$ cat src/rtl/line_framing_ring_buffer_unit_macros.svh
`ifndef LINE_FRAMING_RING_BUFFER_UNIT_MACROS_SVH
`define LINE_FRAMING_RING_BUFFER_UNIT_MACROS_SVH

// Same-cycle implication, held off during reset.
`define LFRB_ASSERT_IMPLY(label, clk, rst, ante, cons) \
   label: assert property (@(posedge clk) disable iff (rst) (ante) |-> (cons)) \
      else $error("lfrb assertion failed");

// Next-cycle implication, held off during reset.
`define LFRB_ASSERT_NEXT(label, clk, rst, ante, cons) \
   label: assert property (@(posedge clk) disable iff (rst) (ante) |=> (cons)) \
      else $error("lfrb assertion failed");

`endif

$ cat src/rtl/lfrb_pkg.sv
package lfrb_pkg;

   localparam int DEPTH       = 64;
   localparam int MAX_TERM    = 4;
   localparam int PTR_W       = $clog2(DEPTH);
   localparam int FILL_W      = $clog2(DEPTH);
   localparam int FILL_MAX    = DEPTH - 1;
   localparam int TERM_N      = (MAX_TERM < 4) ? MAX_TERM : 4;
   localparam int TERM_LEN_W  = 3;
   localparam int TIMEOUT_W   = 16;
   localparam int CSR_INDEX_W = 2;
   localparam int CSR_DATA_W  = 32;
   localparam int CMDQ_DEPTH  = 2;
   localparam int CMDQ_PTR_W  = $clog2(CMDQ_DEPTH);
   localparam int CMDQ_CNT_W  = $clog2(CMDQ_DEPTH + 1);
   localparam int OQ_DEPTH    = 4;
   localparam int OQ_PTR_W    = $clog2(OQ_DEPTH);
   localparam int OQ_CNT_W    = $clog2(OQ_DEPTH + 2);

   localparam logic [1:0] CMD_WRITE = 2'd0;
   localparam logic [1:0] CMD_TICK  = 2'd1;
   localparam logic [1:0] CMD_CLEAR = 2'd2;

   localparam logic [1:0] KIND_DROP  = 2'd0;
   localparam logic [1:0] KIND_LINE  = 2'd1;
   localparam logic [1:0] KIND_FLUSH = 2'd2;

   localparam logic [CSR_INDEX_W-1:0] REG_TERM_BYTES   = 2'd0;
   localparam logic [CSR_INDEX_W-1:0] REG_TERM_LENGTH  = 2'd1;
   localparam logic [CSR_INDEX_W-1:0] REG_IDLE_TIMEOUT = 2'd2;

   typedef enum logic [1:0] {
      OP_WRITE,
      OP_TICK,
      OP_CLEAR
   } op_type;

   typedef struct packed {
      logic [1:0] command;
      logic [7:0] data_byte;
   } req_word_type;

   typedef struct packed {
      logic [1:0] kind;
      logic [7:0] out_byte;
      logic       last;
   } rsp_word_type;

   typedef struct packed {
      op_type     op;
      logic [7:0] data;
   } cmd_word_type;

   typedef struct packed {
      logic         we;
      logic [CSR_INDEX_W-1:0] index;
      logic [CSR_DATA_W-1:0]  wdata;
   } csr_write_type;

endpackage

$ cat src/rtl/lfrb_ram.sv
module lfrb_ram #(
   parameter int WIDTH = 8,
   parameter int DEPTH = 64
) (
   input  logic                     clock,
   input  logic                     wr_en,
   input  logic [$clog2(DEPTH)-1:0] wr_addr,
   input  logic [WIDTH-1:0]         wr_data,
   input  logic [$clog2(DEPTH)-1:0] rd_addr,
   output logic [WIDTH-1:0]         rd_data
);

   logic [WIDTH-1:0] mem_ff [DEPTH];
   logic [WIDTH-1:0] rd_data_ff;

   always_ff @(posedge clock) begin
      if (wr_en) begin
         mem_ff[wr_addr] <= wr_data;
      end
      rd_data_ff <= mem_ff[rd_addr];
   end

   assign rd_data = rd_data_ff;

endmodule

$ cat src/rtl/lfrb_front.sv
module lfrb_front (
   input  logic                  clock,
   input  logic                  reset,
   input  logic                  push,
   input  lfrb_pkg::req_word_type req_word,
   output logic                  full,
   output logic                  cmd_valid,
   output lfrb_pkg::cmd_word_type cmd_word,
   input  logic                  cmd_take
);

   lfrb_pkg::cmd_word_type q_ff [lfrb_pkg::CMDQ_DEPTH];
   logic [lfrb_pkg::CMDQ_PTR_W-1:0] wr_ff, wr_in;
   logic [lfrb_pkg::CMDQ_PTR_W-1:0] rd_ff, rd_in;
   logic [lfrb_pkg::CMDQ_CNT_W-1:0] cnt_ff, cnt_in;
   lfrb_pkg::cmd_word_type cls_word;
   logic                   cls_keep;
   logic                   enq;
   logic                   deq;

   always_comb begin
      cls_word.data = req_word.data_byte;
      cls_word.op   = lfrb_pkg::OP_WRITE;
      cls_keep      = 1'b1;
      unique case (req_word.command)
         lfrb_pkg::CMD_WRITE: cls_word.op = lfrb_pkg::OP_WRITE;
         lfrb_pkg::CMD_TICK:  cls_word.op = lfrb_pkg::OP_TICK;
         lfrb_pkg::CMD_CLEAR: cls_word.op = lfrb_pkg::OP_CLEAR;
         default:             cls_keep    = 1'b0;
      endcase
   end

   assign full      = (cnt_ff == lfrb_pkg::CMDQ_CNT_W'(lfrb_pkg::CMDQ_DEPTH));
   assign cmd_valid = (cnt_ff != '0);
   assign cmd_word  = q_ff[rd_ff];
   assign enq       = push && !full && cls_keep;
   assign deq       = cmd_take && cmd_valid;

   always_comb begin
      wr_in  = enq ? wr_ff + 1'b1 : wr_ff;
      rd_in  = deq ? rd_ff + 1'b1 : rd_ff;
      cnt_in = cnt_ff + lfrb_pkg::CMDQ_CNT_W'(enq) - lfrb_pkg::CMDQ_CNT_W'(deq);
   end

   always_ff @(posedge clock) begin
      if (reset) begin
         wr_ff  <= '0;
         rd_ff  <= '0;
         cnt_ff <= '0;
      end else begin
         wr_ff  <= wr_in;
         rd_ff  <= rd_in;
         cnt_ff <= cnt_in;
      end
      if (enq) begin
         q_ff[wr_ff] <= cls_word;
      end
   end

endmodule

$ cat src/rtl/lfrb_back.sv
`include "line_framing_ring_buffer_unit_macros.svh"

module lfrb_back (
   input  logic                   clock,
   input  logic                   reset,
   input  lfrb_pkg::csr_write_type csr,
   input  logic                   cmd_valid,
   input  lfrb_pkg::cmd_word_type cmd_word,
   output logic                   cmd_take,
   output logic                   empty,
   output lfrb_pkg::rsp_word_type rsp_word,
   input  logic                   pop
);

   typedef enum logic {
      ST_IDLE,
      ST_DRAIN
   } state_type;

   state_type state_ff, state_in;
   logic [lfrb_pkg::PTR_W-1:0]      wp_ff, wp_in;
   logic [lfrb_pkg::PTR_W-1:0]      rp_ff, rp_in;
   logic [lfrb_pkg::FILL_W-1:0]     fill_ff, fill_in;
   logic [lfrb_pkg::FILL_W-1:0]     remain_ff, remain_in;
   logic [lfrb_pkg::TIMEOUT_W-1:0]  idle_ff, idle_in;
   logic [1:0]                      kind_ff, kind_in;
   logic                            rd_pend_ff, rd_pend_in;
   logic [1:0]                      rd_kind_ff, rd_kind_in;
   logic                            rd_last_ff, rd_last_in;
   logic [7:0]                      hist_ff [lfrb_pkg::TERM_N];
   logic [7:0]                      hist_in [lfrb_pkg::TERM_N];
   logic [lfrb_pkg::CSR_DATA_W-1:0] term_ff;
   logic [lfrb_pkg::TERM_LEN_W-1:0] term_len_ff;
   logic [lfrb_pkg::TIMEOUT_W-1:0]  timeout_ff;

   lfrb_pkg::rsp_word_type          oq_ff [lfrb_pkg::OQ_DEPTH];
   logic [lfrb_pkg::OQ_PTR_W-1:0]   oq_wr_ff, oq_wr_in;
   logic [lfrb_pkg::OQ_PTR_W-1:0]   oq_rd_ff, oq_rd_in;
   logic [lfrb_pkg::OQ_CNT_W-1:0]   oq_cnt_ff, oq_cnt_in;
   logic [lfrb_pkg::OQ_CNT_W-1:0]   oq_used;
   logic                            oq_push;
   logic                            oq_pop;
   lfrb_pkg::rsp_word_type          oq_word;

   logic                            can_exec;
   logic                            ram_we;
   logic [7:0]                      ram_rdata;
   logic [lfrb_pkg::TERM_LEN_W-1:0] k_eff;
   logic [lfrb_pkg::FILL_W-1:0]     fill_inc;
   logic [lfrb_pkg::TIMEOUT_W-1:0]  idle_inc;
   logic                            match;
   logic                            drain_issue;
   logic                            drain_done;

   function automatic logic [lfrb_pkg::PTR_W-1:0] next_ptr(
      input logic [lfrb_pkg::PTR_W-1:0] ptr
   );
      logic [lfrb_pkg::PTR_W-1:0] nxt;
      if (ptr == lfrb_pkg::PTR_W'(lfrb_pkg::DEPTH - 1)) begin
         nxt = '0;
      end else begin
         nxt = ptr + 1'b1;
      end
      return nxt;
   endfunction

   lfrb_ram #(
      .WIDTH (8),
      .DEPTH (lfrb_pkg::DEPTH)
   ) u_store (
      .clock   (clock),
      .wr_en   (ram_we),
      .wr_addr (wp_ff),
      .wr_data (cmd_word.data),
      .rd_addr (rp_ff),
      .rd_data (ram_rdata)
   );

   assign k_eff    = (term_len_ff > lfrb_pkg::TERM_LEN_W'(lfrb_pkg::TERM_N))
                     ? lfrb_pkg::TERM_LEN_W'(lfrb_pkg::TERM_N) : term_len_ff;
   assign fill_inc = fill_ff + 1'b1;
   assign idle_inc = (idle_ff == '1) ? idle_ff : idle_ff + 1'b1;
   assign oq_used  = oq_cnt_ff + lfrb_pkg::OQ_CNT_W'(rd_pend_ff);
   assign oq_pop   = pop && (oq_cnt_ff != '0);
   assign empty    = (oq_cnt_ff == '0);
   assign rsp_word = oq_ff[oq_rd_ff];

   assign can_exec = (state_ff == ST_IDLE) && cmd_valid && !rd_pend_ff
                     && (oq_cnt_ff < lfrb_pkg::OQ_CNT_W'(lfrb_pkg::OQ_DEPTH));
   assign cmd_take = can_exec;
   assign ram_we   = can_exec && (cmd_word.op == lfrb_pkg::OP_WRITE)
                     && (fill_ff != lfrb_pkg::FILL_W'(lfrb_pkg::FILL_MAX));

   assign drain_issue = (state_ff == ST_DRAIN)
                        && (oq_used < lfrb_pkg::OQ_CNT_W'(lfrb_pkg::OQ_DEPTH));
   assign drain_done  = drain_issue && (remain_ff == lfrb_pkg::FILL_W'(1));

   always_comb begin
      hist_in[0] = cmd_word.data;
      for (int j = 1; j < lfrb_pkg::TERM_N; j++) begin
         hist_in[j] = hist_ff[j-1];
      end
   end

   always_comb begin
      logic [lfrb_pkg::TERM_LEN_W-1:0] idx;
      idx   = '0;
      match = (k_eff != '0) && (fill_inc >= lfrb_pkg::FILL_W'(k_eff));
      for (int j = 0; j < lfrb_pkg::TERM_N; j++) begin
         if (lfrb_pkg::TERM_LEN_W'(j) < k_eff) begin
            idx = k_eff - lfrb_pkg::TERM_LEN_W'(j) - 1'b1;
            if (hist_in[j] != term_ff[{idx[1:0], 3'b000} +: 8]) begin
               match = 1'b0;
            end
         end
      end
   end

   always_comb begin
      state_in   = state_ff;
      wp_in      = wp_ff;
      rp_in      = rp_ff;
      fill_in    = fill_ff;
      remain_in  = remain_ff;
      idle_in    = idle_ff;
      kind_in    = kind_ff;
      rd_pend_in = 1'b0;
      rd_kind_in = rd_kind_ff;
      rd_last_in = rd_last_ff;
      oq_push    = 1'b0;
      oq_word    = '{kind: lfrb_pkg::KIND_DROP, out_byte: 8'd0, last: 1'b1};

      if (rd_pend_ff) begin
         oq_push = 1'b1;
         oq_word = '{kind: rd_kind_ff, out_byte: ram_rdata, last: rd_last_ff};
      end

      unique case (state_ff)
         ST_IDLE: begin
            if (can_exec) begin
               unique case (cmd_word.op)
                  lfrb_pkg::OP_WRITE: begin
                     if (!ram_we) begin
                        oq_push = 1'b1;
                     end else begin
                        wp_in   = next_ptr(wp_ff);
                        fill_in = fill_inc;
                        idle_in = '0;
                        if (match) begin
                           state_in  = ST_DRAIN;
                           remain_in = fill_inc;
                           kind_in   = lfrb_pkg::KIND_LINE;
                        end
                     end
                  end
                  lfrb_pkg::OP_TICK: begin
                     idle_in = idle_inc;
                     if ((idle_inc >= timeout_ff) && (fill_ff != '0)) begin
                        state_in  = ST_DRAIN;
                        remain_in = fill_ff;
                        kind_in   = lfrb_pkg::KIND_FLUSH;
                     end
                  end
                  lfrb_pkg::OP_CLEAR: begin
                     wp_in   = '0;
                     rp_in   = '0;
                     fill_in = '0;
                  end
                  default: begin
                  end
               endcase
            end
         end
         ST_DRAIN: begin
            if (drain_issue) begin
               rp_in      = next_ptr(rp_ff);
               remain_in  = remain_ff - 1'b1;
               rd_pend_in = 1'b1;
               rd_kind_in = kind_ff;
               rd_last_in = drain_done;
               if (drain_done) begin
                  state_in = ST_IDLE;
                  fill_in  = '0;
               end
            end
         end
         default: state_in = ST_IDLE;
      endcase

      oq_wr_in  = oq_push ? oq_wr_ff + 1'b1 : oq_wr_ff;
      oq_rd_in  = oq_pop ? oq_rd_ff + 1'b1 : oq_rd_ff;
      oq_cnt_in = oq_cnt_ff + lfrb_pkg::OQ_CNT_W'(oq_push) - lfrb_pkg::OQ_CNT_W'(oq_pop);
   end

   always_ff @(posedge clock) begin
      if (reset) begin
         state_ff    <= ST_IDLE;
         wp_ff       <= '0;
         rp_ff       <= '0;
         fill_ff     <= '0;
         remain_ff   <= '0;
         idle_ff     <= '0;
         kind_ff     <= lfrb_pkg::KIND_LINE;
         rd_pend_ff  <= 1'b0;
         oq_wr_ff    <= '0;
         oq_rd_ff    <= '0;
         oq_cnt_ff   <= '0;
         term_ff     <= lfrb_pkg::CSR_DATA_W'(10);
         term_len_ff <= lfrb_pkg::TERM_LEN_W'(1);
         timeout_ff  <= lfrb_pkg::TIMEOUT_W'(100);
      end else begin
         state_ff   <= state_in;
         wp_ff      <= wp_in;
         rp_ff      <= rp_in;
         fill_ff    <= fill_in;
         remain_ff  <= remain_in;
         idle_ff    <= idle_in;
         kind_ff    <= kind_in;
         rd_pend_ff <= rd_pend_in;
         oq_wr_ff   <= oq_wr_in;
         oq_rd_ff   <= oq_rd_in;
         oq_cnt_ff  <= oq_cnt_in;
         if (csr.we) begin
            unique case (csr.index)
               lfrb_pkg::REG_TERM_BYTES:   term_ff     <= csr.wdata;
               lfrb_pkg::REG_TERM_LENGTH:  term_len_ff <= csr.wdata[lfrb_pkg::TERM_LEN_W-1:0];
               lfrb_pkg::REG_IDLE_TIMEOUT: timeout_ff  <= csr.wdata[lfrb_pkg::TIMEOUT_W-1:0];
               default: begin
               end
            endcase
         end
      end
      rd_kind_ff <= rd_kind_in;
      rd_last_ff <= rd_last_in;
      if (ram_we) begin
         hist_ff <= hist_in;
      end
      if (oq_push) begin
         oq_ff[oq_wr_ff] <= oq_word;
      end
   end

   `LFRB_ASSERT_IMPLY(a_fill_bound, clock, reset, 1'b1,
      fill_ff <= lfrb_pkg::FILL_W'(lfrb_pkg::FILL_MAX))
   `LFRB_ASSERT_IMPLY(a_oq_no_overflow, clock, reset, oq_push,
      (oq_cnt_ff < lfrb_pkg::OQ_CNT_W'(lfrb_pkg::OQ_DEPTH)) || oq_pop)
   `LFRB_ASSERT_IMPLY(a_drain_nonzero, clock, reset, state_ff == ST_DRAIN,
      remain_ff != '0)
   `LFRB_ASSERT_NEXT(a_drain_ends_empty, clock, reset, drain_done,
      rd_pend_ff && rd_last_ff && (fill_ff == '0) && (rp_ff == wp_ff))

endmodule

$ cat src/rtl/line_framing_ring_buffer_unit.sv
// Line framing ring buffer: words pushed in carry a command (write a byte, a one
// millisecond tick, or clear) and bytes are kept in a 64-entry ring, of which 63 are
// usable. When the newest bytes match the configured terminator, the whole line is
// popped out as line bytes with last set on the final one; a tick that leaves the idle
// count at or above the timeout flushes any held bytes the same way, and a write into a
// full ring returns a single dropped word. A command word is taken from the input queue
// and executed in the cycle it is taken. A line or flush then holds the executing side
// while its bytes are read out, one byte a cycle through the single read port of the
// byte store while the result queue has room, and until the last byte has left it.
// The two-entry command queue keeps accepting during that until both entries are taken.
module line_framing_ring_buffer_unit (
   input  logic                                 clock,
   input  logic                                 reset,
   input  logic                                 push,
   input  lfrb_pkg::req_word_type               req_word,
   output logic                                 full,
   output logic                                 empty,
   output lfrb_pkg::rsp_word_type               rsp_word,
   input  logic                                 pop,
   input  logic                                 csr_write_enable,
   input  logic [lfrb_pkg::CSR_INDEX_W-1:0]     csr_index,
   input  logic [lfrb_pkg::CSR_DATA_W-1:0]      csr_wdata
);

   lfrb_pkg::cmd_word_type  cmd_word;
   lfrb_pkg::csr_write_type csr;
   logic                    cmd_valid;
   logic                    cmd_take;

   assign csr = '{we: csr_write_enable, index: csr_index, wdata: csr_wdata};

   lfrb_front u_front (
      .clock     (clock),
      .reset     (reset),
      .push      (push),
      .req_word  (req_word),
      .full      (full),
      .cmd_valid (cmd_valid),
      .cmd_word  (cmd_word),
      .cmd_take  (cmd_take)
   );

   lfrb_back u_back (
      .clock     (clock),
      .reset     (reset),
      .csr       (csr),
      .cmd_valid (cmd_valid),
      .cmd_word  (cmd_word),
      .cmd_take  (cmd_take),
      .empty     (empty),
      .rsp_word  (rsp_word),
      .pop       (pop)
   );

endmodule
$ cat config.mk
export PLATFORM = sky130hd
export DESIGN_NAME = line_framing_ring_buffer_unit
export DESIGN_NICKNAME = d
export VERILOG_FILES = /design/src/rtl/lfrb_pkg.sv /design/src/rtl/lfrb_ram.sv /design/src/rtl/lfrb_front.sv /design/src/rtl/lfrb_back.sv /design/src/rtl/line_framing_ring_buffer_unit.sv
export VERILOG_INCLUDE_DIRS = /design/src /design/src/rtl
export SDC_FILE = /design/constraint.sdc
export NUM_CORES = 1
export LEC_CHECK = 0
export CAP_MARGIN = 20
export CELL_PAD_IN_SITES_DETAIL_PLACEMENT = 0
export CELL_PAD_IN_SITES_GLOBAL_PLACEMENT = 1
export CORE_MARGIN = 5
export CORE_UTILIZATION = 43
export CTS_BUF_LIST = sky130_fd_sc_hd__clkbuf_4 sky130_fd_sc_hd__clkbuf_8
export CTS_CLUSTER_DIAMETER = 100
export DETAILED_ROUTE_END_ITERATION = 8
export DONT_BUFFER_PORTS = 1
export GPL_TIMING_DRIVEN = 0
export PLACE_DENSITY = 0.68
export SYNTH_ARGS = -nofsm -noshare
export SYNTH_HDL_FRONTEND = slang
export SYNTH_SLANG_ARGS = --single-unit
$ cat constraint.sdc
create_clock -name clock -period 3.7 [get_ports clock]
set_input_delay 0.555 -clock clock [delete_from_list [all_inputs] [get_ports clock]]
set_output_delay 0.555 -clock clock [all_outputs]
set_load 0.01 [all_outputs]
==> metrics.sh, run 1 <==
NUMBER_OF_DISTINCT_LIBRARY_CELLS_AFTER_SYNTHESIS=74
FILLCELLCOUNT=5770
CRIT_BUF_INV=2
MAXCAPVIOLCOUNT=0
CLOCK-ROOT-BUFFER='sky130_fd_sc_hd__clkbuf_8'
REPORT.FINAL.SETUP_VIOL=0
MULTI_INPUT_GATE_AREA_UM2=9600
CELL_TYPE_CONTRIBUTING_THE_MOST_TOTAL_CELL_AREA_AFTER_SYNTHESIS='sky130_fd_sc_hd__edfxtp_1'
PATH_CATEGORY_OF_THE_WORST_MIN_DELAY_CHECK='in2reg'
FINAL-SEQ-AREA_UM2=20500
CRITPATHMOSTFREQUENTCELL='sky130_fd_sc_hd__clkbuf_1'
MAXIMUM_VDD_IR_DROP_mV=0.259
GP_CONGESTION=0.881
YOSYS-TOP-CELLS-AREA='sky130_fd_sc_hd__edfxtp_1 (60%), sky130_fd_sc_hd__mux4_2 (14%), sky130_fd_sc_hd__dfxtp_1 (7.8%)'
GRT_START_MAX_NET_PINS=45
NETLIST_INSTANCES=1828
DRT_DRC_VIOLATIONS_LEFT=0
RSZ0062_AT_GRT='yes'
FP_ROWS=97
AREA.GROWTH.SYNTH_TO_FINAL_PCT=16.0
POWER_PER_CELL_AREA_nW_PER_UM2=531
NUMBER_OF_ANTENNA_VIOLATIONS_AT_THE_FIRST_CHECK_IN_GLOBAL_ROUTING=1
CTS.PATH.MAX_BUFFERS=3
SYNTH_AREA_PER_CELL_UM2=16.5
GLOBALROUTE.TOTALOVERFLOW=0
PATH_MAX_FANOUT=10
MOST_FREQUENTLY_USED_FLOP_MASTER_AFTER_SYNTHESIS='sky130_fd_sc_hd__edfxtp_1'
CRITPATHKIND='reg2reg'
FIN_CRIT_NS=3.64
CORE_UM2=69800
DETAILROUTE.VIA_COUNT=16900
TOTAL_LEAKAGE_POWER_uW=0.0111
ANT_NETS=0
TRANSITION_AT_THE_PIN_WITH_THE_SMALLEST_MAX_TRANSITION_SLACK_NS=1.03
CP_DATA_REQUIRED_TIME_NS=4.04
P_TOTAL_uW=18500
TIMING.CRITICAL_PATH.CELLS='clkbuf_1 -> or4_1 -> clkbuf_1 -> or3_1 -> nor2_1 -> nand3_2 -> nor2_2'
FINAL-MAX-SLEW-VIOLATION-COUNT=0
FINALHOLDVIOLATIONS=0
SYNTH_AREA_UM2=30100
ASYNC_FLOP_SHARE_PCT=0
CHIPWIDTH_UM=275
IO_BUFFERS=0
CLOCK_INSERTION_DELAY_WORST_SKEW_NS=0.72
FMAX_GHz=0.275
ROUTED_WIRE_LENGTH_PER_INSTANCE_UM=24.0
DIE_AREA_UM2=75400
HTREE_LEVELS=3
CP-END-KIND='flop'
POSTSYNTHREGISTERBITS=720
INITIAL_UTILIZATION_PCT=43.2
TIMING.FINAL.CRIT_SHARE_PCT=98.3
GRT_UTIL_ALL_LAYERS_PCT=19.3
TIMING.SLEW.HEADROOM_PCT=31.1
PATH_DELAY_FAMILY='simple AND/OR/NAND/NOR gates'
SYNTHESIS.YOSYS.WARNINGS=0
SYNTH.YOSYS.SEQ_AREA_SHARE_PCT=67.9
SYNTH_NETS=1912
CTS.CLK_SLEW.WORST_PATHS_NS=0.06
CTS_BUFFERS=113
CRITICAL_PATH_ARRIVAL_NS=3.98
DRT-VIAS-PER-INSTANCE=5.56
CP_SLOWEST_STAGE_DELAY_NS=0.61
HOLD_WS_NS=0.0817
DRTPASS1ITERATIONS=5
CRIT_PATH_START_KIND='flop'
DETAIL_ROUTE.ITER0.VIOLATIONS=1409
NUM-NETS-FINAL=2101
DIE_HEIGHT_UM=275
HPWLAFTERDP_MM=49.3
AREA_FRACTION_OF_THE_DOMINANT_CELL_TYPE_AFTER_SYNTHESIS_PCT=60.1
POST_ROUTE_CELLS_DRIVE_ABOVE_1_SHARE_PCT=26.6
DRT_WL_TOTAL_MM=73.2
SLOWEST_STAGE='sky130_fd_sc_hd__nor2_2'
SKEW_NS=0.0559
STATUS='finished, final reports clean'
TRITONCTS='yes'
CTS_NUM_SINKS=720
NUM_IO_PINS=62
GRT_FIRST_PASS_WIRELENGTH_MM=109
GRT_PASS1_VIAS=17000
COUNT_OF_FLIP_FLOPS_WITH_A_BUILT_IN_ENABLE_AFTER_SYNTHESIS=603
## flip-flops by register name, indices dropped and copies added, names as in the netlist, 2 cells and up, named ones only
name                    cells
u_back.fill_ff              6
u_back.hist_ff             24
u_back.idle_ff             16
u_back.kind_ff              2
u_back.oq_cnt_ff            3
u_back.oq_ff               44
u_back.oq_rd_ff             2
u_back.oq_wr_ff             2
u_back.rd_kind_ff           2
u_back.remain_ff            6
u_back.rp_ff                6
u_back.term_ff             32
u_back.term_len_ff          3
u_back.timeout_ff          16
u_back.u_store.mem_ff     512
u_back.u_store.rd_data      8
u_back.wp_ff                6
u_front.cnt_ff              2
u_front.q_ff               20
## worst reg2reg max path: stages (launching register included)
cell	delay [ns]
sky130_fd_sc_hd__dfxtp_1	0.29
sky130_fd_sc_hd__clkbuf_1	0.23
sky130_fd_sc_hd__or4_1	0.54
sky130_fd_sc_hd__clkbuf_1	0.20
sky130_fd_sc_hd__or3_1	0.55
sky130_fd_sc_hd__nor2_1	0.35
sky130_fd_sc_hd__nand3_2	0.49
sky130_fd_sc_hd__nor2_2	0.62
## final timing paths
check                         start                           end  slack, ns  cells after the start
setup / recovery    u_back.state_ff  u_back.u_store.mem_ff[30][3]       0.06                      7
hold / removal         csr_wdata[2]         u_back.term_len_ff[2]       0.08                      2
setup reg to reg    u_back.state_ff  u_back.u_store.mem_ff[30][3]       0.06                      7
hold reg to reg   u_back.kind_ff[0]          u_back.rd_kind_ff[0]       0.43                      0
## placed cells by master, fill, tap and decap left out, drive strengths merged, types with 17 or more instances in the layout
cell,n
buf,59
nand2,141
ha,34
nor2b,18
xnor2,42
xor2,48
mux2i,32
a21oi,79
inv,46
mux4,189
edfxtp,603
clkinv,42
clkbuf,224
o21ai,39
dlygate4sd3,42
nand3,27
mux2,17
nor2,134
dfxtp,117
## cell type report
cell class / instances / area share, %
clock buffers: 155 / 5.44
inverters: 42 / 0.494
well taps: 940 / 3.37
multi-input cells: 966 / 27.5
clock inverters: 49 / 0.999
diodes: 1 / 0.00716
flip-flops and latches: 720 / 58.6
plain buffers: 96 / 1.31
repair buffers: 78 / 2.31
## power by group
part	internal (uW)	switching, uW	total (uW)
Combinational	700	1510	2210
Sequential	9500	135	9630
Clock	3560	3130	6690
Total	13800	4770	18500
## logic make-up after synthesis
kind of cell             count (synthesis)  synth area share [%]
flip-flops                             720                  67.9
buffers and inverters                  142                  1.92
AO/OA/AOI/OAI                          185                  3.80
multiplexers                           238                  15.9
adder cells (fa/ha/maj)                 35                  1.48
AND/OR/NAND/NOR                        418                  6.43
XOR/XNOR                                90                  2.62
## metrics by stage
step / setup slack, ns / area [um^2] / cells / setup TNS [ns] / util, %
2_1_floorplan: -0.0257 / 30100 / 1828 / -0.0257 / -
6_report: 0.0634 / 34900 / 3047 / 0 / 50.1
5_1_grt: -0.131 / 34900 / 3047 / -6.77 / 50.1
3_5_place_dp: -1.27 / 31500 / 2777 / -332.22 / 45.1
3_3_place_gp: -1.30 / 31300 / 2768 / -338.73 / 44.9
4_1_cts: -0.147 / 34700 / 3043 / -4.98 / 49.7
## synthesized netlist by cell type (all sizes together) (10+ instances only)
cell	instances
a21oi	79
and2	12
and3	11
buf	30
clkbuf	70
dfxtp	117
edfxtp	603
ha	34
inv	41
mux2	17
mux2i	32
mux4	189
nand2	141
nand3	27
nand4	10
nor2	134
nor2b	18
nor3	16
o21ai	39
o22ai	11
or3	13
xnor2	42
xor2	48
## routing by layer
metal  track usage (%)  vias up  wire length [um]
met1              26.9     8770             30900
met3              3.47      107              4540
met5                 0        -                 0
met4              5.93        0              1730
met2              31.4      562             36100
li1                  -     7499                 -
## repair_timing
action,CTS,global route
resized for setup,110,71
setup buffers,20,4
setup endpoints to repair,497,312
endpoints found under the hold margin,70,0
hold buffers,42,0
pin swaps,13,14
Power figures use the tool's default switching activity.
==> run 2: changes to the inputs <==
Settings changed: CTS_BUF_LIST sky130_fd_sc_hd__clkbuf_4 sky130_fd_sc_hd__clkbuf_8 to sky130_fd_sc_hd__clkbuf_8 sky130_fd_sc_hd__clkbuf_16.
==> run 2 against run 1 <==
  * The flow now finishes with violations (negative setup slack)
  * Power grew 6.1%
  * Wire length shrank 0.95%
  * Clock skew shrank 0.032 ns
  * Clock power grew 17%
  * Design area grew 0.23%
  * Sequential share of layout area shrank 0.12 points
  * Global-route usage shrank 0.13 points
  * Critical path type unchanged
==> metrics.sh, run 2 (synthesis gave the netlist of run 1 again) <==
FIN_TNS_SETUP_NS=-0.271
CRIT_PATH_START_KIND='flop'
GLOBALROUTE.TOTALOVERFLOW=0
GRT_FIRST_PASS_WIRELENGTH_MM=108
NUM-NETS-FINAL=2034
TIMING.FINAL.CRIT_SHARE_PCT=101
SLOWEST_STAGE='sky130_fd_sc_hd__nor2_2'
DRT_DRC_VIOLATIONS_LEFT=0
TIMING.CRITICAL_PATH.CELLS='clkbuf_1 -> or4_1 -> clkbuf_1 -> or3_1 -> nor2_1 -> nand2_1 -> nor2_2'
STATUS='complete, but fails checks'
MULTI_INPUT_GATE_AREA_UM2=9630
CTS.CLK_SLEW.WORST_PATHS_NS=0.06
TRANSITION_AT_THE_PIN_WITH_THE_SMALLEST_MAX_TRANSITION_SLACK_NS=1.03
CRIT-REG2REG-CAPTURE='u_back.u_store.mem_ff[28][4]'
ANTENNA-DIODE-COUNT=0
CLOCK_INSERTION_DELAY_WORST_SKEW_NS=0.61
MOST_COMMON_CELL_AFTER_LAYOUT_FILL_AND_TAPS_ASIDE='sky130_fd_sc_hd__edfxtp_1'
COMMONEST_NON_FILL_NON_TAP_CELLS_IN_THE_LAYOUT='sky130_fd_sc_hd__edfxtp_1 (603), sky130_fd_sc_hd__mux4_2 (187), sky130_fd_sc_hd__nand2_1 (141)'
FP_ROWS=97
MAXIMUM_VDD_IR_DROP_mV=0.303
CRITPATHKIND='reg2reg'
LARGEST_REGISTER='u_back.u_store.mem_ff'
NUMBER_OF_ANTENNA_VIOLATIONS_AT_THE_FIRST_CHECK_IN_GLOBAL_ROUTING=0
HOLD_PATH.STARTPOINT='csr_wdata[4]'
ROUTED_WIRE_LENGTH_PER_INSTANCE_UM=24.6
DRT-VIAS-PER-INSTANCE=5.64
RSZ0062_AT_GRT='yes'
HPWLAFTERDP_MM=49.3
CTS_BUFFERS=76
REG2REG_FROM='u_back.state_ff'
CRITICAL_PATH_ARRIVAL_NS=3.98
GRT_UTIL_ALL_LAYERS_PCT=19.2
AREA.GROWTH.SYNTH_TO_FINAL_PCT=16.2
CP_DATA_REQUIRED_TIME_NS=3.96
DETAIL_ROUTE.ITER0.VIOLATIONS=1339
IO_BUFFERS=0
DIE_AREA_UM2=75400
DETAILROUTE.VIA_COUNT=16600
NUM_IO_PINS=62
POST-ROUTE-WORST-SETUP-SLACK_NS=-0.0252
GRT_START_MAX_NET_PINS=45
FILLCELLCOUNT=5692
MAXCAPVIOLCOUNT=0
GP_CONGESTION=0.881
ANT_NETS=0
POWER_PER_CELL_AREA_nW_PER_UM2=561
TRITONCTS='yes'
PATH_MAX_FANOUT=10
FINAL-SEQ-AREA_UM2=20500
PLACED_CELLS_INCL_TAPS=2777
GRT_PASS1_VIAS=16600
CORE_UM2=69800
VIOLATED_CHECKS='negative setup slack'
FIN_CRIT_NS=3.73
REPORT.FINAL.SETUP_VIOL=28
DRTPASS1ITERATIONS=5
PATH_CATEGORY_OF_THE_WORST_MIN_DELAY_CHECK='in2reg'
CRITPATHMOSTFREQUENTCELL='sky130_fd_sc_hd__clkbuf_1'
POST_ROUTE_CELLS_DRIVE_ABOVE_1_SHARE_PCT=24.8
TIMING.REG2REG.SETUP_SLACK_NS=-0.03
CHIPWIDTH_UM=275
CTS_NUM_SINKS=720
HTREE_LEVELS=3
FMAX_GHz=0.268
FF2FF_PATH_DEPTH=7
REG_TOP3='u_back.u_store.mem_ff: 512 flops, u_back.oq_ff: 44 flops, u_back.term_ff: 32 flops'
CP_SLOWEST_STAGE_DELAY_NS=0.67
TIMING.SLEW.HEADROOM_PCT=31.2
FILLER_FREE_CELL_COUNT_OF_THE_FINISHED_DESIGN=2945
SKEW_NS=0.0237
INITIAL_UTILIZATION_PCT=43.2
WORST_HOLD_PATH.NUM_CELLS=2
DIE_HEIGHT_UM=275
FINALHOLDVIOLATIONS=0
CP-END-KIND='flop'
LARGEST_REGISTER_FFS=512
CLOCK-ROOT-BUFFER='sky130_fd_sc_hd__clkbuf_16'
DRT_WL_TOTAL_MM=72.5
FINAL-MAX-SLEW-VIOLATION-COUNT=0
CTS.PATH.MAX_BUFFERS=3
TOTAL_LEAKAGE_POWER_uW=0.0111
HOLDPATHEND='u_back.timeout_ff[4]'
-- run 2: changes by cell type in the layout (fill, tap and decap cells not counted), sizes merged, moves of 5 or more --
cell | before | now
bufinv | 3 | 10
clkinv | 42 | 26
dlygate4sd3 | 42 | 8
inv | 46 | 52
clkinvlp | 0 | 5
clkbuf | 224 | 152
-- run 2: worst max-delay path by stage --
stage / start / endpoint / slack (ns) / cells past startpoint
after detailed placement: u_back.state_ff / u_back.u_store.mem_ff[31][2] / -1.27 / 8
after floorplan: u_back.term_len_ff[2] / u_back.kind_ff[1] / -0.03 / 16
after global routing: u_back.state_ff / u_back.u_store.mem_ff[12][4] / -0.22 / 7
after global placement: u_back.state_ff / u_back.u_store.mem_ff[31][0] / -1.30 / 8
after CTS: u_back.state_ff / u_back.u_store.mem_ff[32][2] / -0.07 / 7
final: u_back.state_ff / u_back.u_store.mem_ff[28][4] / -0.03 / 7
-- run 2: area by class of cell --
cell class,count,area share (%)
sequential,720,58.4
multi-input combinational,966,27.5
clock buffer,82,5.73
tap,940,3.36
clock inverter,51,1.69
timing repair buffer,49,1.48
buffer,95,1.29
inverter,42,0.504
-- run 2: stage by stage --
stage	hold slack (ns)	worst slack, ns	util [%]	cell area, um^2	total power (uW)
floorplan	0.409	-0.0257	-	30100	11000
global placement	0.417	-1.30	44.9	31300	11700
detailed placement	0.418	-1.27	45.1	31500	11900
CTS	0.0333	-0.0671	49.8	34700	19800
global route	0.0542	-0.216	50.2	35000	20400
finish	0.0722	-0.0252	50.2	35000	19700
-- run 2: power by group --
part | internal, uW | total [uW] | switching [uW]
clock network | 4650 | 7850 | 3190
logic | 685 | 2180 | 1500
registers | 9490 | 9630 | 136
total | 14800 | 19700 | 4820
-- run 2: worst max-delay path: cells and delay by family (launching register included) --
family | cells | cell delay, ns
buffers and inverters | 2 | 0.43
and+or+nand+nor | 5 | 2.64
DFF | 1 | 0.30
-- run 2: metal layers --
metal | vias to the layer above | routed length, um | GRT usage (%)
met1 | 8638 | 30900 | 26.8
met3 | 101 | 4270 | 3.36
met5 | - | 0 | 0
met2 | 508 | 35800 | 31.5
li1 | 7362 | - | -
met4 | 0 | 1550 | 5.23
-- run 2: timing repair --
action / CTS / global route
buffers inserted: 21 / 7
hold buffers: 8 / 0
setup endpoints to repair: 481 / 325
resized for setup: 115 / 72
pin swaps: 13 / 13
endpoints found under the hold margin: 16 / 0
==> run 3: changes to the inputs <==
Settings changed: PLACE_DENSITY 0.68 to unset, PLACE_DENSITY_LB_ADDON set to 0.1.
==> run 3 against run 2 <==
  * The flow still finishes with violations (negative setup slack)
  * Critical path depth did not move
  * Die area is the same
  * Sequential share of layout area about the same
  * Via count shrank 1.9%
  * Clock power is essentially flat
  * Non-clock buffer count down 7
  * Flip-flop and latch count did not move
  * First-iteration DRC count is 11% lower
  * Clock-buffer cell count is the same
  * Worst hold slack got worse by 0.028 ns
  * Register-to-register slack got worse by 0.04 ns
  * Global-route usage rose by 0.64 points
  * Highest routed layer is now met5
==> metrics.sh, run 3 (synthesis gave the netlist of run 1 again) <==
STATUS='complete, but fails checks'
VIOLATED_CHECKS='negative setup slack'
DRT_DRC_VIOLATIONS_LEFT=0
CTS.PATH.MAX_BUFFERS=3
DETAILEDPLACE.WORSTSLACK_NS=-1.38
WORSTSETUPSTARTPOINT='u_back.state_ff'
TRANSITION_AT_THE_PIN_WITH_THE_SMALLEST_MAX_TRANSITION_SLACK_NS=0.993
ROUTED_WIRE_LENGTH_PER_INSTANCE_UM=25.1
IO_BUFFERS=0
TIMING.REG2REG.SETUP_SLACK_NS=-0.06
DRTPASS1ITERATIONS=6
LARGEST_REGISTER='u_back.u_store.mem_ff'
HOLD_PATH.STARTPOINT='req_word[1]'
GRT_PASS1_VIAS=17100
WORST_HOLD_PATH.NUM_CELLS=0
FINAL-SEQ-AREA_UM2=20500
NUM_IO_PINS=62
RSZ0062_AT_GRT='yes'
DIE_HEIGHT_UM=275
INITIAL_UTILIZATION_PCT=43.2
FILLCELLCOUNT=5842
CRIT-REG2REG-CAPTURE='u_back.u_store.mem_ff[40][0]'
FINALHOLDVIOLATIONS=0
CRITPATHMOSTFREQUENTCELL='sky130_fd_sc_hd__clkbuf_1'
CRITPATHKIND='reg2reg'
TIMING.SLEW.HEADROOM_PCT=33.6
CLOCK-ROOT-BUFFER='sky130_fd_sc_hd__clkbuf_16'
GP_CONGESTION=0.818
FMAX_GHz=0.266
CHIPWIDTH_UM=275
TRITONCTS='yes'
CTS_NUM_SINKS=720
REG_TOP3='u_back.u_store.mem_ff: 512 flops, u_back.oq_ff: 44 flops, u_back.term_ff: 32 flops'
MAXCAPVIOLCOUNT=0
TIMING.CRITICAL_PATH.CELLS='clkbuf_1 -> or4_1 -> clkbuf_1 -> or3_1 -> nor2_1 -> nand2_1 -> nor2_2'
PATH_DELAY_FAMILY='simple AND/OR/NAND/NOR gates'
FIN_TNS_SETUP_NS=-1.89
FINAL_CELL_AREA_UM2=35000
LARGEST_REGISTER_FFS=512
CP-END-KIND='flop'
NUMBER_OF_ANTENNA_VIOLATIONS_AT_THE_FIRST_CHECK_IN_GLOBAL_ROUTING=1
PATH_CATEGORY_OF_THE_WORST_MIN_DELAY_CHECK='in2reg'
CRIT_BUF_INV=2
CP_SLOWEST_STAGE_DELAY_NS=0.66
POST_ROUTE_CELLS_DRIVE_ABOVE_1_SHARE_PCT=25.1
FF2FF_PATH_DEPTH=7
CORE_UM2=69800
REG2REG_FROM='u_back.state_ff'
GRT_UTIL_ALL_LAYERS_PCT=19.8
HOLDPATHEND='u_front.q_ff[1][1]'
MULTI_INPUT_GATE_AREA_UM2=9610
DRT-VIAS-PER-INSTANCE=5.53
CLOCK_INSERTION_DELAY_WORST_SKEW_NS=0.61
DETAIL_ROUTE.ITER0.VIOLATIONS=1187
SKEW_NS=0.0294
FIN_CRIT_NS=3.76
MAXIMUM_VDD_IR_DROP_mV=0.444
SLOWEST_STAGE='sky130_fd_sc_hd__nor2_2'
HTREE_LEVELS=3
GRT_START_MAX_NET_PINS=67
TIMING.FINAL.CRIT_SHARE_PCT=102
DETAILROUTE.VIA_COUNT=16300
CP_DATA_REQUIRED_TIME_NS=3.94
PATH_MAX_FANOUT=10
NUM-NETS-FINAL=2028
COMMONEST_NON_FILL_NON_TAP_CELLS_IN_THE_LAYOUT='sky130_fd_sc_hd__edfxtp_1 (603), sky130_fd_sc_hd__mux4_2 (188), sky130_fd_sc_hd__nand2_1 (141)'
GRT_FIRST_PASS_WIRELENGTH_MM=112
PLACEDINSTANCEAREA_UM2=31500
ANT_NETS=0
GLOBALROUTE.TOTALOVERFLOW=0
ANTENNA-DIODE-COUNT=0
FP_ROWS=97
CTS_HOLD_REPAIR.BUFFERS=0
POWER_PER_CELL_AREA_nW_PER_UM2=562
CTS_BUFFERS=77
HPWLAFTERDP_MM=50.2
POST-ROUTE-WORST-SETUP-SLACK_NS=-0.0627
DRT_WL_TOTAL_MM=74.0
CRIT_PATH_START_KIND='flop'
DIE_AREA_UM2=75400
AREA.GROWTH.SYNTH_TO_FINAL_PCT=16.1
CRITICAL_PATH_ARRIVAL_NS=4.00
MOST_COMMON_CELL_AFTER_LAYOUT_FILL_AND_TAPS_ASIDE='sky130_fd_sc_hd__edfxtp_1'
CTS.CLK_SLEW.WORST_PATHS_NS=0.06
REPORT.FINAL.SETUP_VIOL=63
TOTAL_LEAKAGE_POWER_uW=0.0111
FINAL-MAX-SLEW-VIOLATION-COUNT=0
==> run 3: how the worst max path moves through the flow <==
stage	end	slack [ns]	cells past startpoint
6_report	u_back.u_store.mem_ff[40][0]	-0.06	7
5_1_grt	u_back.u_store.mem_ff[20][6]	-0.20	7
4_1_cts	u_back.u_store.mem_ff[46][1]	-0.28	7
3_5_place_dp	u_back.u_store.mem_ff[59][1]	-1.38	8
3_3_place_gp	u_back.u_store.mem_ff[3][3]	-1.35	8
2_1_floorplan	u_back.kind_ff[1]	-0.03	16
==> run 3: area by class of cell <==
type / instances / area share, %
clock buffers: 82 / 5.80
clock inverters: 60 / 1.65
multi-input cells: 966 / 27.5
repair buffers: 41 / 1.34
flip-flops and latches: 720 / 58.5
inverters: 42 / 0.519
plain buffers: 96 / 1.39
well taps: 940 / 3.36
==> run 3: stage by stage <==
stage                     total power, uW  hold WS (ns)  cells  util [%]
final                               19600        0.0446   2947      50.1
after global placement              11700         0.425   2768      44.9
after CTS                           19900     0.0000240   2945      49.8
after detailed placement            11900         0.428   2780      45.1
after global routing                20400       0.00314   2947      50.1
after floorplan                     11000         0.409   1828         -
==> run 3: what timing repair did <==
item / in CTS / in global routing
buffers inserted: 23 / 4
cloned: 0 / 0
pin swaps: 19 / 14
endpoints found under the setup margin: 491 / 279
resized for setup: 135 / 72
==> run 3: where the power goes <==
group	leakage (uW)	total (uW)	switching, uW	internal [uW]
Clock	0.00132	7870	3190	4680
Sequential	0.00640	9630	135	9490
Combinational	0.00337	2150	1470	676
Total	0.0111	19600	4800	14900
==> run 3: routing by layer <==
metal / GRT usage, % / share of wire [%]
met1: 27.1 / 44
met2: 33.6 / 50
met3: 2.74 / 3.7
met4: 5.66 / 2.5
met5: 0 / 0.018
